<file path="config.mk">
export PLATFORM = sky130hd
export DESIGN_NAME = scan_timestamp_corrector_unit
export DESIGN_NICKNAME = d
export VERILOG_FILES = /design/src/rtl/stc_pkg.sv /design/src/rtl/scan_timestamp_corrector_unit.sv
export SDC_FILE = /design/constraint.sdc
export NUM_CORES = 1
export LEC_CHECK = 0
export BUFFER_PORTS_ARGS = -buffer_cell sky130_fd_sc_hd__buf_2
export CAP_MARGIN = 20
export CORE_UTILIZATION = 28
export DETAILED_ROUTE_END_ITERATION = 16
export HOLD_SLACK_MARGIN = 0.1
export RECOVER_POWER = 100
export SYNTH_ARGS = -nofsm -noshare
export SYNTH_HDL_FRONTEND = slang
export SYNTH_SLANG_ARGS = --single-unit
</file>
<file path="constraint.sdc">
create_clock -name clock -period 24.7 [get_ports clock]
set_clock_uncertainty 0.15 [all_clocks]
set_input_delay 4.94 -clock clock [delete_from_list [all_inputs] [get_ports clock]]
set_output_delay 4.94 -clock clock [all_outputs]
set_load 0.01 [all_outputs]
</file>
<file path="src/rtl/stc_pkg.sv">
package stc_pkg;

   // Group size and fixed scan constants
   localparam int unsigned FRAMES_PER_READ     = 10;
   localparam int unsigned FIRST_INDEX         = 'hA0;
   localparam longint unsigned US_PER_MINUTE   = 60000000;
   localparam int unsigned FRAMES_PER_ROTATION = 90;
   localparam int unsigned SPEED_ONE           = 64;

   // Field widths
   localparam int TIME_W  = 64;
   localparam int INDEX_W = 8;
   localparam int SPEED_W = 16;
   localparam int DIST_W  = 14;
   localparam int ANGLE_W = 16;
   localparam int SUM_W   = 20;
   localparam int COUNT_W = 4;
   localparam int POS_W   = 4;

   // Group timespan numerator and divider sizing
   localparam longint unsigned SPAN_NUM_VAL =
      US_PER_MINUTE * FRAMES_PER_READ * SPEED_ONE;
   localparam int NUM_W = $clog2(SPAN_NUM_VAL + 1);
   localparam int DVS_W = $clog2(((1 << SPEED_W) - 1) * FRAMES_PER_ROTATION + 1);
   localparam logic [NUM_W-1:0] SPAN_NUM = NUM_W'(SPAN_NUM_VAL);

   localparam int AVG_STEPS  = SUM_W;
   localparam int SPAN_STEPS = NUM_W;
   localparam int STEP_W     = $clog2(SPAN_STEPS);

   // Register indexes
   localparam int CSR_IDX_W = 1;
   localparam logic [CSR_IDX_W-1:0] CSR_START_TIME = 1'b0;
   localparam logic [CSR_IDX_W-1:0] CSR_CRC_FAIL   = 1'b1;

   localparam logic [DIST_W-1:0] CRC_FAIL_RESET = DIST_W'(102);

   // Bus widths
   localparam int REQ_DATA_W = 104;
   localparam int RSP_DATA_W = 160;
   localparam int RSP_USER_W = 2;

endpackage

</file>
<file path="src/rtl/scan_timestamp_corrector_unit.sv">
// Timestamp corrector for a rotating range scanner. Frames come in on req_ one at a time and are
// grouped FRAMES_PER_READ to a group; the first frame of a group fixes the start angle
// ((index - 0xA0) * 4, 16-bit wrap), and each frame that is not a CRC-failed reading
// (invalid flag set and first distance equal to the crc_fail_distance register) adds its speed
// to a running sum. On the last frame of a group the block forms the average speed and the
// group timespan 60000000 * FRAMES_PER_READ * 64 / (90 * avg_speed) microseconds, then
// either adopts measured_time as the new reference or advances the reference by the timespan
// and reports the correction; one result transaction per group comes out on rsp_. With no
// sane frame or a zero average it reports a fault and keeps the reference. A frame that is
// not the last of its group leaves the block idle, ready for the next frame. The last frame
// holds the input off while the group's average and timespan are worked out on a single
// restoring divider that produces one quotient bit per cycle and is used twice: 20 steps for
// the average speed and 36 steps for the timespan. A finished result sits in an output
// register, so the next frames are taken while it waits for rsp_tready; a group that finishes
// while the previous result still waits holds the input off until rsp_tready frees that
// register. Writing start_time (register 0) also loads the running reference at once; write
// registers only while idle.
module scan_timestamp_corrector_unit
   import stc_pkg::*;
(
   input  logic                  clock,
   input  logic                  reset,
   // request stream
   input  logic                  req_tvalid,
   output logic                  req_tready,
   // frame_index, frame_speed, first_distance, measured_time, zero pad
   input  logic [REQ_DATA_W-1:0] req_tdata,
   // invalid_flag
   input  logic                  req_tuser,
   // result stream
   output logic                  rsp_tvalid,
   input  logic                  rsp_tready,
   // packet_time, avg_speed, start_angle, correction
   output logic [RSP_DATA_W-1:0] rsp_tdata,
   // took_measured, fault
   output logic [RSP_USER_W-1:0] rsp_tuser,
   // register write port
   input  logic                  csr_we,
   input  logic [CSR_IDX_W-1:0]  csr_index,
   input  logic [TIME_W-1:0]     csr_wdata
);

   typedef enum logic [2:0] {
      S_IDLE,
      S_DIV_AVG,
      S_MUL,
      S_DIV_SPAN,
      S_CMP,
      S_DEC,
      S_CORR,
      S_OUT
   } state_type;

   // request fields
   logic [INDEX_W-1:0] req_index;
   logic [SPEED_W-1:0] req_speed;
   logic [DIST_W-1:0]  req_dist;
   logic [TIME_W-1:0]  req_time;

   assign req_index = req_tdata[7:0];
   assign req_speed = req_tdata[23:8];
   assign req_dist  = req_tdata[37:24];
   assign req_time  = req_tdata[101:38];

   // state and registers
   state_type          state_ff,   state_in;
   logic [TIME_W-1:0]  ref_ff,     ref_in;
   logic [DIST_W-1:0]  crc_ff,     crc_in;
   logic [SUM_W-1:0]   sum_ff,     sum_in;
   logic [COUNT_W-1:0] cnt_ff,     cnt_in;
   logic [POS_W-1:0]   pos_ff,     pos_in;
   logic [ANGLE_W-1:0] angle_ff,   angle_in;
   logic [TIME_W-1:0]  meas_ff,    meas_in;
   logic [SPEED_W-1:0] avg_ff,     avg_in;
   logic [TIME_W-1:0]  diff_ff,    diff_in;
   logic [TIME_W-1:0]  pkt_ff,     pkt_in;
   logic [TIME_W-1:0]  corr_ff,    corr_in;
   logic               took_ff,    took_in;
   logic               fault_ff,   fault_in;
   // shared divider
   logic [NUM_W-1:0]   div_n_ff,   div_n_in;
   logic [DVS_W-1:0]   div_d_ff,   div_d_in;
   logic [DVS_W-1:0]   div_r_ff,   div_r_in;
   logic [STEP_W-1:0]  step_ff,    step_in;
   // result register
   logic                  rsp_valid_ff, rsp_valid_in;
   logic [RSP_DATA_W-1:0] rsp_data_ff,  rsp_data_in;
   logic [RSP_USER_W-1:0] rsp_user_ff,  rsp_user_in;

   // one restoring divide step: shift in the next dividend bit, try to subtract
   logic [DVS_W:0]     div_trial;
   logic [DVS_W+1:0]   div_sub;
   logic               div_ge;
   logic [DVS_W-1:0]   div_r_step;
   logic [NUM_W-1:0]   div_n_step;

   assign div_trial  = {div_r_ff, div_n_ff[NUM_W-1]};
   assign div_sub    = {1'b0, div_trial} - {2'b00, div_d_ff};
   assign div_ge     = ~div_sub[DVS_W+1];
   assign div_r_step = div_ge ? div_sub[DVS_W-1:0] : div_trial[DVS_W-1:0];
   assign div_n_step = {div_n_ff[NUM_W-2:0], div_ge};

   // frame bookkeeping
   logic               req_fire;
   logic               sane;
   logic [SUM_W-1:0]   sum_new;
   logic [COUNT_W-1:0] cnt_new;
   logic               last_frame;
   logic [ANGLE_W-1:0] angle_new;
   logic [SPEED_W-1:0] avg_q;
   logic [TIME_W-1:0]  span;

   assign req_tready = (state_ff == S_IDLE);
   assign req_fire   = req_tvalid & req_tready;
   assign sane       = ~(req_tuser & (req_dist == crc_ff));
   assign sum_new    = sane ? sum_ff + SUM_W'(req_speed) : sum_ff;
   assign cnt_new    = sane ? cnt_ff + COUNT_W'(1) : cnt_ff;
   assign last_frame = ({1'b0, pos_ff} + (POS_W+1)'(1)) >= (POS_W+1)'(FRAMES_PER_READ);
   assign angle_new  = ({{(ANGLE_W-INDEX_W){1'b0}}, req_index} - ANGLE_W'(FIRST_INDEX)) << 2;
   assign avg_q      = div_n_ff[SPEED_W-1:0];
   assign span       = TIME_W'(div_n_ff);

   always_comb begin
      state_in     = state_ff;
      ref_in       = ref_ff;
      crc_in       = crc_ff;
      sum_in       = sum_ff;
      cnt_in       = cnt_ff;
      pos_in       = pos_ff;
      angle_in     = angle_ff;
      meas_in      = meas_ff;
      avg_in       = avg_ff;
      diff_in      = diff_ff;
      pkt_in       = pkt_ff;
      corr_in      = corr_ff;
      took_in      = took_ff;
      fault_in     = fault_ff;
      div_n_in     = div_n_ff;
      div_d_in     = div_d_ff;
      div_r_in     = div_r_ff;
      step_in      = step_ff;
      rsp_valid_in = rsp_valid_ff & ~rsp_tready;
      rsp_data_in  = rsp_data_ff;
      rsp_user_in  = rsp_user_ff;

      unique case (state_ff)
         S_IDLE: begin
            if (req_fire) begin
               // group angle comes from the first frame only
               if (pos_ff == '0) begin
                  angle_in = angle_new;
               end
               if (last_frame) begin
                  meas_in = req_time;
                  pos_in  = '0;
                  sum_in  = '0;
                  cnt_in  = '0;
                  if (cnt_new == '0) begin
                     // nothing sane in the group: report a fault, keep reference
                     avg_in   = '0;
                     pkt_in   = ref_ff;
                     corr_in  = '0;
                     took_in  = 1'b0;
                     fault_in = 1'b1;
                     state_in = S_OUT;
                  end else begin
                     // average speed = sum / count, dividend top-aligned
                     div_n_in = {sum_new, {(NUM_W-SUM_W){1'b0}}};
                     div_d_in = DVS_W'(cnt_new);
                     div_r_in = '0;
                     step_in  = STEP_W'(AVG_STEPS - 1);
                     state_in = S_DIV_AVG;
                  end
               end else begin
                  pos_in = pos_ff + POS_W'(1);
                  sum_in = sum_new;
                  cnt_in = cnt_new;
               end
            end
         end

         S_DIV_AVG: begin
            div_n_in = div_n_step;
            div_r_in = div_r_step;
            step_in  = step_ff - STEP_W'(1);
            if (step_ff == '0) begin
               state_in = S_MUL;
            end
         end

         S_MUL: begin
            avg_in = avg_q;
            if (avg_q == '0) begin
               pkt_in   = ref_ff;
               corr_in  = '0;
               took_in  = 1'b0;
               fault_in = 1'b1;
               state_in = S_OUT;
            end else begin
               // timespan = NUM / (90 * avg)
               div_n_in = SPAN_NUM;
               div_d_in = DVS_W'(avg_q) * DVS_W'(FRAMES_PER_ROTATION);
               div_r_in = '0;
               step_in  = STEP_W'(SPAN_STEPS - 1);
               state_in = S_DIV_SPAN;
            end
         end

         S_DIV_SPAN: begin
            div_n_in = div_n_step;
            div_r_in = div_r_step;
            step_in  = step_ff - STEP_W'(1);
            if (step_ff == '0) begin
               state_in = S_CMP;
            end
         end

         S_CMP: begin
            diff_in = meas_ff - span;
            state_in = S_DEC;
         end

         S_DEC: begin
            fault_in = 1'b0;
            if (diff_ff < ref_ff) begin
               // measured time lands behind the reference: adopt it
               ref_in   = meas_ff;
               pkt_in   = diff_ff;
               corr_in  = '0;
               took_in  = 1'b1;
               state_in = S_OUT;
            end else begin
               // advance the reference by one timespan
               pkt_in   = ref_ff;
               ref_in   = ref_ff + span;
               took_in  = 1'b0;
               state_in = S_CORR;
            end
         end

         S_CORR: begin
            corr_in  = meas_ff - ref_ff;
            state_in = S_OUT;
         end

         S_OUT: begin
            // hold until the result register is free
            if (!rsp_valid_ff || rsp_tready) begin
               rsp_valid_in = 1'b1;
               rsp_data_in  = {corr_ff, angle_ff, avg_ff, pkt_ff};
               rsp_user_in  = {fault_ff, took_ff};
               state_in     = S_IDLE;
            end
         end

         default: begin
            state_in = S_IDLE;
         end
      endcase

      // the user must issue register writes only while idle; this block has no check for it
      if (csr_we) begin
         unique case (csr_index)
            CSR_START_TIME: ref_in = csr_wdata;
            CSR_CRC_FAIL:   crc_in = csr_wdata[DIST_W-1:0];
            default:        ;
         endcase
      end
   end

   always_ff @(posedge clock) begin
      if (reset) begin
         state_ff     <= S_IDLE;
         ref_ff       <= '0;
         crc_ff       <= CRC_FAIL_RESET;
         sum_ff       <= '0;
         cnt_ff       <= '0;
         pos_ff       <= '0;
         angle_ff     <= '0;
         step_ff      <= '0;
         rsp_valid_ff <= 1'b0;
      end else begin
         state_ff     <= state_in;
         ref_ff       <= ref_in;
         crc_ff       <= crc_in;
         sum_ff       <= sum_in;
         cnt_ff       <= cnt_in;
         pos_ff       <= pos_in;
         angle_ff     <= angle_in;
         step_ff      <= step_in;
         rsp_valid_ff <= rsp_valid_in;
      end
      meas_ff     <= meas_in;
      avg_ff      <= avg_in;
      diff_ff     <= diff_in;
      pkt_ff      <= pkt_in;
      corr_ff     <= corr_in;
      took_ff     <= took_in;
      fault_ff    <= fault_in;
      div_n_ff    <= div_n_in;
      div_d_ff    <= div_d_in;
      div_r_ff    <= div_r_in;
      rsp_data_ff <= rsp_data_in;
      rsp_user_ff <= rsp_user_in;
   end

   assign rsp_tvalid = rsp_valid_ff;
   assign rsp_tdata  = rsp_data_ff;
   assign rsp_tuser  = rsp_user_ff;

   // the divider remainder always stays below the divisor while dividing
   assert property (@(posedge clock) disable iff (reset)
      (state_ff == S_DIV_AVG || state_ff == S_DIV_SPAN) |-> (div_r_ff < div_d_ff))
      else $error("divider remainder out of range");

   // a fault result never adopts the measured time and carries no correction
   assert property (@(posedge clock) disable iff (reset)
      (rsp_valid_ff && rsp_user_ff[1]) |-> (!rsp_user_ff[0] && rsp_data_ff[159:96] == '0))
      else $error("fault result with correction or adopted time");

   // the frame position never reaches the group size
   assert property (@(posedge clock) disable iff (reset)
      ({1'b0, pos_ff} < (POS_W+1)'(FRAMES_PER_READ)))
      else $error("frame position past group end");

   // a new result is loaded only from the output state
   assert property (@(posedge clock) disable iff (reset)
      ($rose(rsp_valid_ff)) |-> ($past(state_ff) == S_OUT))
      else $error("result loaded outside output state");

endmodule

</file>
== Word-level counts from Yosys, hierarchy flattened ==
Index checks and enable logic that the tools add are counted.
Storage, ports and cells
  flip-flop bits (word level): 646
  input port bits: 175
  output and inout bits: 164
  logic and storage cells: 148
Operators by class
  $add $sub $neg: 10
  $mul: 1
  order comparisons: 2
  eq/ne operators: 18
  multiplexer cells: 68
  bitwise logic cells: 5
  reductions and logical operators: 23
Operators by type and width (count)
  two-way mux 64 bit: 14
  one-hot mux 64 bit (4 select lines): 1
  two-way mux 23 bit: 9
  one-hot mux 64 bit (3 select lines): 1
  two-way mux 36 bit: 4
  one-hot mux 36 bit (3 select lines): 1
  one-hot mux 23 bit (3 select lines): 1
  adder 64 x 36 -> 64 bit: 1
  < comparator 64 bit: 1
  subtractor 64 x 36 -> 64 bit: 1
  subtractor 64 bit: 1
  two-way mux 16 bit: 3
  one-hot mux 23 bit (2 select lines): 1
  two-way mux 20 bit: 2
  one-hot mux 16 bit (2 select lines): 1
  subtractor 24 x 23 -> 25 bit: 1
  two-way mux 6 bit: 4
  one-hot mux 3 bit (8 select lines): 1
  multiplier 16 x 6 -> 22 bit, second input constant: 1
  two-way mux 3 bit: 7
  adder 20 x 16 -> 20 bit: 1
  AND reduction 5 bit: 4
  one-hot mux 6 bit (3 select lines): 1
  logical NOT 16 bit: 1
  other kinds (29): 64

== Longest topological paths before layout ==
Gate-level depths: netlist (run 1).
  depth in word-level cells: 8
  gate-level depth with buffers: 17
  mapped depth without buffers: 17

== Least setup slack after synthesis (run 1) ==
OpenSTA, ideal clock, no wires.
  kind: input to register
  from: input rsp_tready
  to: register rsp_data_ff[0] (netlist: rsp_tdata[0]), enable pin
  setup time: 0.672 ns
  arrival: 11.453 ns
  required time: 23.878 ns
  path slack: 12.425 ns
  stages: 2
  path buffers: 0
  cell sequence: nor2b_1 -> nor2_1
On the way
  word-level cells in the longest chain between the ends: 2
RTL lines
  start, declared: line scan_timestamp_corrector_unit.sv:32  | input logic rsp_tready,
  logical OR 1 bit: line scan_timestamp_corrector_unit.sv:248  | if (!rsp_valid_ff || rsp_tready) begin
  AND reduction 2 bit (no source line)
  end signal, assigned: line scan_timestamp_corrector_unit.sv:303  | rsp_data_ff <= rsp_data_in;
  end, declared: line scan_timestamp_corrector_unit.sv:87  | logic [RSP_DATA_W-1:0] rsp_data_ff, rsp_data_in;
Every way passes these cells.
A chain may end at the register's enable or synchronous reset.

== Worst setup path in the final report (run 1) ==
  from: input req_tdata[37]
  to: register pkt_ff[59], enable pin
On the way
  word-level cells in the longest chain between the ends: 6
RTL lines
  start, declared: line scan_timestamp_corrector_unit.sv:27  | input logic [REQ_DATA_W-1:0] req_tdata,
  equality test 14 bit: line scan_timestamp_corrector_unit.sv:115  | assign sane = ~(req_tuser & (req_dist == crc_ff));
  AND 1 bit: line scan_timestamp_corrector_unit.sv:115
  two-way mux 4 bit: line scan_timestamp_corrector_unit.sv:117  | assign cnt_new = sane ? cnt_ff + COUNT_W'(1) : cnt_ff;
  logical NOT 4 bit: line scan_timestamp_corrector_unit.sv:158  | if (cnt_new == '0) begin
  inequality test 2 x 1 -> 1 bit (no source line)
  AND reduction 5 bit (no source line)
  end signal, assigned: line scan_timestamp_corrector_unit.sv:296  | pkt_ff <= pkt_in;
  end, declared: line scan_timestamp_corrector_unit.sv:76  | logic [TIME_W-1:0] pkt_ff, pkt_in;
Every way passes these cells.

==> results.sh, run 1 <==
export IMPL_final_cells=5805
export IMPL_synth_main_ff_cell="edfxtp_1"
export IMPL_antenna_found_initial=23
export IMPL_period_share=0.4762
export IMPL_crit_fanout=40
export IMPL_power_switching_share=0.2537
export IMPL_crit_type="in -> reg"
export IMPL_first_global_vias=27810
export IMPL_synth_mux_area_frac=0.01534
export IMPL_synth_area_sq_um=37360
export IMPL_p_switching_w=0.0006481
export IMPL_yosysUniqueCellTypes=92
export IMPL_comb_power_share=0.102
export IMPL_grt_max_degree=92
export IMPL_hpwl_mm=95.00
export IMPL_cts_htree_levels=3
export IMPL_synth_avg_cell_area_sq_um=10.11
export IMPL_cp_end_kind="flip-flop"
export IMPL_yosys_area_top_type="edfxtp_1"
export IMPL_power_w=0.002555
export IMPL_fmaxAchievable_mhz=85.01
export IMPL_wl_mm=121.8
export IMPL_core_sq_um=132000
export IMPL_yosys_warnings=0
export IMPL_p_seq_frac=0.461
export IMPL_required_ns=24.77
export IMPL_cts_clk_slew_worst_paths_ns=0.06
export IMPL_die_x_um=367.3
export IMPL_path_cells="buf_2 -> xnor2_1 -> nand4b_1 -> and4bb_2 -> clkbuf_1 -> nor4b_1 -> o31ai_1 -> nand2b_1 -> a21oi_1 -> nor2_1 -> clkbuf_1"
export IMPL_synth_compound_area_frac=0.1691
export IMPL_relSlewSlack=-1.685
export IMPL_portBuffers=334
export IMPL_start_util=0.2831
export IMPL_hold_class="reg -> reg"
export IMPL_pin_count=339
export IMPL_ys_ff_latch=636
export IMPL_rsz0062_at_grt="false"
export IMPL_cts_sinks=636
export IMPL_drv_cap=21
export IMPL_insertion_delay_ns=0.68
export IMPL_synthAdderAreaFrac=0.1121
export IMPL_fin_area_sq_um=42960
export IMPL_hp_start="pkt_ff[19]"
export IMPL_hold_violations=0
export IMPL_cts_buffer_depth=3
export IMPL_crit_buf_inv=3
export IMPL_synth_async_reset_ratio=0
export IMPL_synth_top_area_share=0.4107
export IMPL_drt_iter0_markers=2611
export IMPL_p_clk_frac=0.438
export IMPL_mostFrequentLayoutCells="511 x edfxtp_1, 357 x nor2_1, 315 x nand2_1"
export IMPL_reg2reg_from="ref_ff[21]"
export IMPL_worst_pin_slew_ns=4.028
export IMPL_ir_drop_v=0.00004010
export IMPL_cts_buffers_inserted=73
export IMPL_grt_pass1_wl_mm=177.8
export IMPL_max_stage_delay_ns=2.11
export IMPL_track_usage=0.1749
export IMPL_cp_startpoint="req_tdata[37]"
export IMPL_synth_top_family_by_area="compound AO/OA/AOI/OAI gates"
export IMPL_powerDensity_nw_per_um2=59.47
export IMPL_ant_nets=0
export IMPL_finalSetupViolCount=0
export IMPL_critPathTopFamily="simple AND/OR/NAND/NOR gates"
export IMPL_hold_buffers=0
export IMPL_drtPass1Iterations=6
export IMPL_drcViolationCount=0
export IMPL_place_gp_congestion=0.9286
export IMPL_cts_tree="built"
export IMPL_final_common_cell="edfxtp_1"
export IMPL_synth_seq_area_share=0.4777
export IMPL_synth_edff_count=511
export IMPL_synthXorXnorAreaFrac=0.04759
export IMPL_vias=29490
export IMPL_die_area_sq_um=134900
export IMPL_p_leak_nw=16.26
export IMPL_wire_per_inst_um=20.98
export IMPL_root_buffer="clkbuf_16"
export IMPL_ys_top_cells_by_area="edfxtp_1 41%, ha_1 9.5%, dfxtp_1 6.7%, a21oi_1 3.8%, nor2_1 3.6%"
export IMPL_p_int_w=0.001906
export IMPL_setup_tns_ns=0
export IMPL_drive_above_1_share=0.07335
export IMPL_worst_ep_arrival_time_ns=11.84
export IMPL_path_common_cell="clkbuf_1"
export IMPL_postCtsSetupBuffers=0
export IMPL_final_util=0.3255
export IMPL_yosys_area_share_simple=0.1378
export IMPL_rows=133
export IMPL_cp_slowest_cell="nor2_1"
export IMPL_start_kind="primary input"
export IMPL_grt_overflow_total=0
export IMPL_die_y_um=367.3
export IMPL_area_growth_pct=14.98
export IMPL_nets=4483
export IMPL_outcome="finished with violations"
export IMPL_place_area_sq_um=40920
export IMPL_violations="capacitance limit, slew limit"
export IMPL_dp_cells=5672
export IMPL_via_per_inst=5.080
export IMPL_min_period_ns=11.76
export IMPL_cts_resized=0
export IMPL_synthCells=3695
export IMPL_drv_slew=1026
-- cell usage after synthesis (7+ instances only) --
cell      count
o221ai_1      7
a31oi_1      32
a211o_1       8
nor3_1       96
and3_1       29
nand4_1      35
a22o_1        7
nand2_1     315
nor2b_1      31
or3_1        22
xor2_1       95
buf_4         7
buf_2        25
nor4_1       30
nand2b_1     30
o41ai_1      15
o31ai_1      19
ha_1        285
o21a_1       33
mux2i_1      55
inv_1       235
clkbuf_1    104
or2_2        11
o22ai_1      27
nand3_1      74
and2_1       25
a21o_1      111
edfxtp_1    511
o21bai_1     34
fa_1         31
o21ai_1      17
a311oi_1     10
buf_1         7
a21oi_1     286
a22oi_1      16
o31a_1        8
a211oi_1     50
dfxtp_1     125
xnor2_1     108
a21boi_0      8
o21ai_0     217
nor2_1      359
and4_1        9
o211ai_1     22
-- per-stage QoR --
step,worst slack (ns),hold WS (ns)
final,12.94,0.2652
after global routing,12.45,0.2680
after CTS,16.18,0.2638
after detailed placement,15.47,0.2545
after global placement,15.56,0.2538
after floorplan,12.43,0.2503
-- metal layers --
layer | wire [um] | vias to the layer above | GRT usage
met5 | 183 | - | 0
met4 | 4028 | 28 | 0.06474
met3 | 8420 | 195 | 0.02924
met2 | 52350 | 1014 | 0.2635
met1 | 56790 | 14120 | 0.2495
li1 | - | 14140 | -
-- layout make-up --
cell class                      instances  area (sq um)
Fill cell                           13630         89010
Multi-Input combinational cell       2678         18010
Sequential cell                       636         17850
Tap cell                             1755          2196
Clock buffer                           85          1892
Timing Repair Buffer                  366          1572
Inverter                              237         892.1
Clock inverter                         47         543.0
Antenna cell                            1         2.502
-- state kept, by name, summed over array words and instances (netlist names), 20 cells and up --
signal,count
sum_ff,20
meas_ff,64
div_r_ff,23
div_n_ff,36
rsp_tdata,153
ref_ff,64
div_d_ff,23
corr_ff,64
pkt_ff,64
diff_ff,64
-- worst reg2reg max path, delay by kind of cell (launching register included) --
kind	cells	cell delay, ns
adder cells (fa/ha/maj)	1	0.32
AND/OR/NAND/NOR	1	0.21
buffers and inverters	4	4.19
AO/OA/AOI/OAI	6	2.29
flip-flops	1	0.39
-- final timing paths --
| kind | cells past startpoint | end | slack, ns |
|---|---|---|---|
| worst min register to register | 0 | rsp_tdata[19] | 0.27 |
| worst min-delay path | 0 | rsp_tdata[19] | 0.27 |
| worst max register to register | 12 | pkt_ff[35] | 16.62 |
| worst max-delay path | 11 | pkt_ff[59] | 12.94 |
-- cell families after synthesis --
logic type	after synthesis
and+or+nand+nor	1107
AOI/OAI and AO/OA	993
DFF	636
buffers and inverters	382
adders and majority gates	316
xor gates and xnor gates	203
muxes	57
other	1
-- power groups by stage --
| stage | combinational, W | clock (W) | sequential [W] |
|---|---|---|---|
| final | 0.000260 | 0.00112 | 0.00118 |
| after global routing | 0.000287 | 0.00118 | 0.00118 |
| after CTS | 0.000260 | 0.00115 | 0.00118 |
| after detailed placement | 0.000257 | 0 | 0.00120 |
| after global placement | 0.000256 | 0 | 0.00120 |
| after floorplan | 0.000177 | 0 | 0.00119 |
Note: power is estimated with default switching activity, not from simulation.
==> run 2, diff against run 1 <==
==> constraint.sdc (replaced) <==
create_clock -name clock -period 11.95 [get_ports clock]
set_clock_uncertainty 0.15 [all_clocks]
set_input_delay 2.39 -clock clock [delete_from_list [all_inputs] [get_ports clock]]
set_output_delay 2.39 -clock clock [all_outputs]
set_load 0.01 [all_outputs]
==> results.sh, run 2 (synthesized netlist as in run 1, its figures left out) <==
export IMPL_outcome="finished with violations"
export IMPL_violations="capacitance limit, slew limit"
export IMPL_insertion_delay_ns=0.67
export IMPL_cts_htree_levels=3
export IMPL_die_y_um=367.3
export IMPL_via_per_inst=5.021
export IMPL_start_kind="flip-flop"
export IMPL_wire_per_inst_um=21.03
export IMPL_worst_ep_arrival_time_ns=8.35
export IMPL_final_cells=5803
export IMPL_path_cells="clkbuf_1 -> nand2_1 -> nor2_1 -> clkbuf_1 -> a21oi_1 -> nor2_1 -> buf_4"
export IMPL_drt_iter0_markers=2462
export IMPL_crit_fanout=78
export IMPL_cp_startpoint="state_ff[0]"
export IMPL_rsz0062_at_grt="false"
export IMPL_drcViolationCount=0
export IMPL_ir_drop_v=0.00008982
export IMPL_hold_buffers=0
export IMPL_mostFrequentLayoutCells="511 x edfxtp_1, 358 x nor2_1, 314 x nand2_1"
export IMPL_cts_clk_slew_worst_paths_ns=0.06
export IMPL_min_period_ns=8.214
export IMPL_postCtsSetupBuffers=0
export IMPL_grt_max_degree=104
export IMPL_grt_pass1_wl_mm=178.6
export IMPL_cts_buffers_inserted=71
export IMPL_cts_tree="built"
export IMPL_power_switching_share=0.2531
export IMPL_hold_class="reg -> reg"
export IMPL_relSlewSlack=-1.679
export IMPL_largest_reg_flops=153
export IMPL_worst_pin_slew_ns=4.018
export IMPL_fin_area_sq_um=42970
export IMPL_p_clk_frac=0.439
export IMPL_dp_cells=5670
export IMPL_antenna_found_initial=21
export IMPL_crit_type="reg -> reg"
export IMPL_track_usage=0.1759
export IMPL_die_area_sq_um=134900
export IMPL_wl_mm=122.1
export IMPL_regArea_sq_um=17850
export IMPL_cp_slowest_cell="clkbuf_1"
export IMPL_pin_count=339
export IMPL_hp_start="corr_ff[39]"
export IMPL_hpwl_mm=94.95
export IMPL_cts_sinks=636
export IMPL_multi_input_area_sq_um=18010
export IMPL_ant_nets=0
export IMPL_nets=4479
export IMPL_place_gp_congestion=0.9340
export IMPL_hold_violations=0
export IMPL_first_global_vias=27840
export IMPL_rows=133
export IMPL_start_util=0.2831
export IMPL_cp_end_kind="flip-flop"
export IMPL_fillers=13500
export IMPL_fmaxAchievable_mhz=121.7
export IMPL_root_buffer="clkbuf_16"
export IMPL_drtPass1Iterations=5
export IMPL_portBuffers=334
export IMPL_core_sq_um=132000
export IMPL_drive_above_1_share=0.07464
export IMPL_p_int_w=0.003952
export IMPL_cts_resized=0
export IMPL_comb_power_share=0.102
export IMPL_finalSetupViolCount=0
export IMPL_max_stage_delay_ns=2.71
export IMPL_p_switching_w=0.001339
export IMPL_area_growth_pct=15.02
export IMPL_drv_cap=15
export IMPL_p_seq_frac=0.459
export IMPL_powerDensity_nw_per_um2=123.1
export IMPL_cts_buffer_depth=3
export IMPL_drv_slew=731
export IMPL_setup_tns_ns=0
export IMPL_die_x_um=367.3
export IMPL_final_common_cell="edfxtp_1"
export IMPL_vias=29140
export IMPL_required_ns=12.09
export IMPL_p_leak_nw=16.29
export IMPL_period_share=0.6874
export IMPL_grt_overflow_total=0
export IMPL_place_area_sq_um=40900
export IMPL_reg2reg_from="state_ff[0]"
-- run 2: cell count changes in the layout (fill, tap and decap cells not counted), moves of 2 or more --
cell / before / now
clkinv_4: 4 / 0
clkbuf_1: 236 / 224
clkinv_2: 12 / 14
clkinv_1: 6 / 9
inv_6: 9 / 4
clkinv_8: 2 / 4
buf_4: 9 / 14
buf_2: 131 / 134
clkbuf_8: 2 / 4
-- run 2: final cells by class --
cell class	count	area share
Clock buffer	84	0.04391
Timing Repair Buffer	364	0.03692
Sequential cell	636	0.4153
Inverter	237	0.02076
Antenna cell	2	0.0001165
Tap cell	1755	0.05110
Clock inverter	47	0.01272
Multi-Input combinational cell	2678	0.4191
-- run 2: path summary, 6_finish.rpt --
check | cells past startpoint | endpoint | slack [ns]
min | 0 | rsp_tdata[135] | 0.25
max | 7 | took_ff | 3.74
max reg2reg | 7 | took_ff | 3.74
min reg2reg | 0 | rsp_tdata[135] | 0.25
-- run 2: power by group through the flow --
| stage | clock network [W] | logic, W | registers, W |
|---|---|---|---|
| floorplan | 0 | 0.000366 | 0.00247 |
| global placement | 0 | 0.000528 | 0.00248 |
| detailed placement | 0 | 0.000532 | 0.00248 |
| CTS | 0.00237 | 0.000536 | 0.00243 |
| global route | 0.00246 | 0.000593 | 0.00243 |
| finish | 0.00232 | 0.000539 | 0.00243 |
-- run 2: through the flow --
step	setup slack, ns	hold WS (ns)	util	power (W)
final	3.736	0.2533	0.3256	0.005291
after global routing	3.312	0.2565	0.3256	0.005483
after CTS	5.848	0.2488	0.3284	0.005339
after detailed placement	5.155	0.2545	0.3100	0.003009
after global placement	5.167	0.2522	0.3100	0.003005
after floorplan	2.225	0.2503	-	0.002834
-- run 2: worst max-delay path, delay by kind of cell, from the launching register on --
| family | cells | cell delay, ns |
|---|---|---|
| buf+inv | 3 | 4.53 |
| simple gates | 3 | 2.74 |
| flops | 1 | 0.30 |
| compound gates | 1 | 0.06 |
-- run 2: routing by layer --
metal,track usage,up-vias,part of all wire
met5,0,-,0.0014
met4,0.05905,28,0.028
met3,0.03177,178,0.061
met2,0.2642,890,0.43
met1,0.2523,13900,0.48
li1,-,14140,-
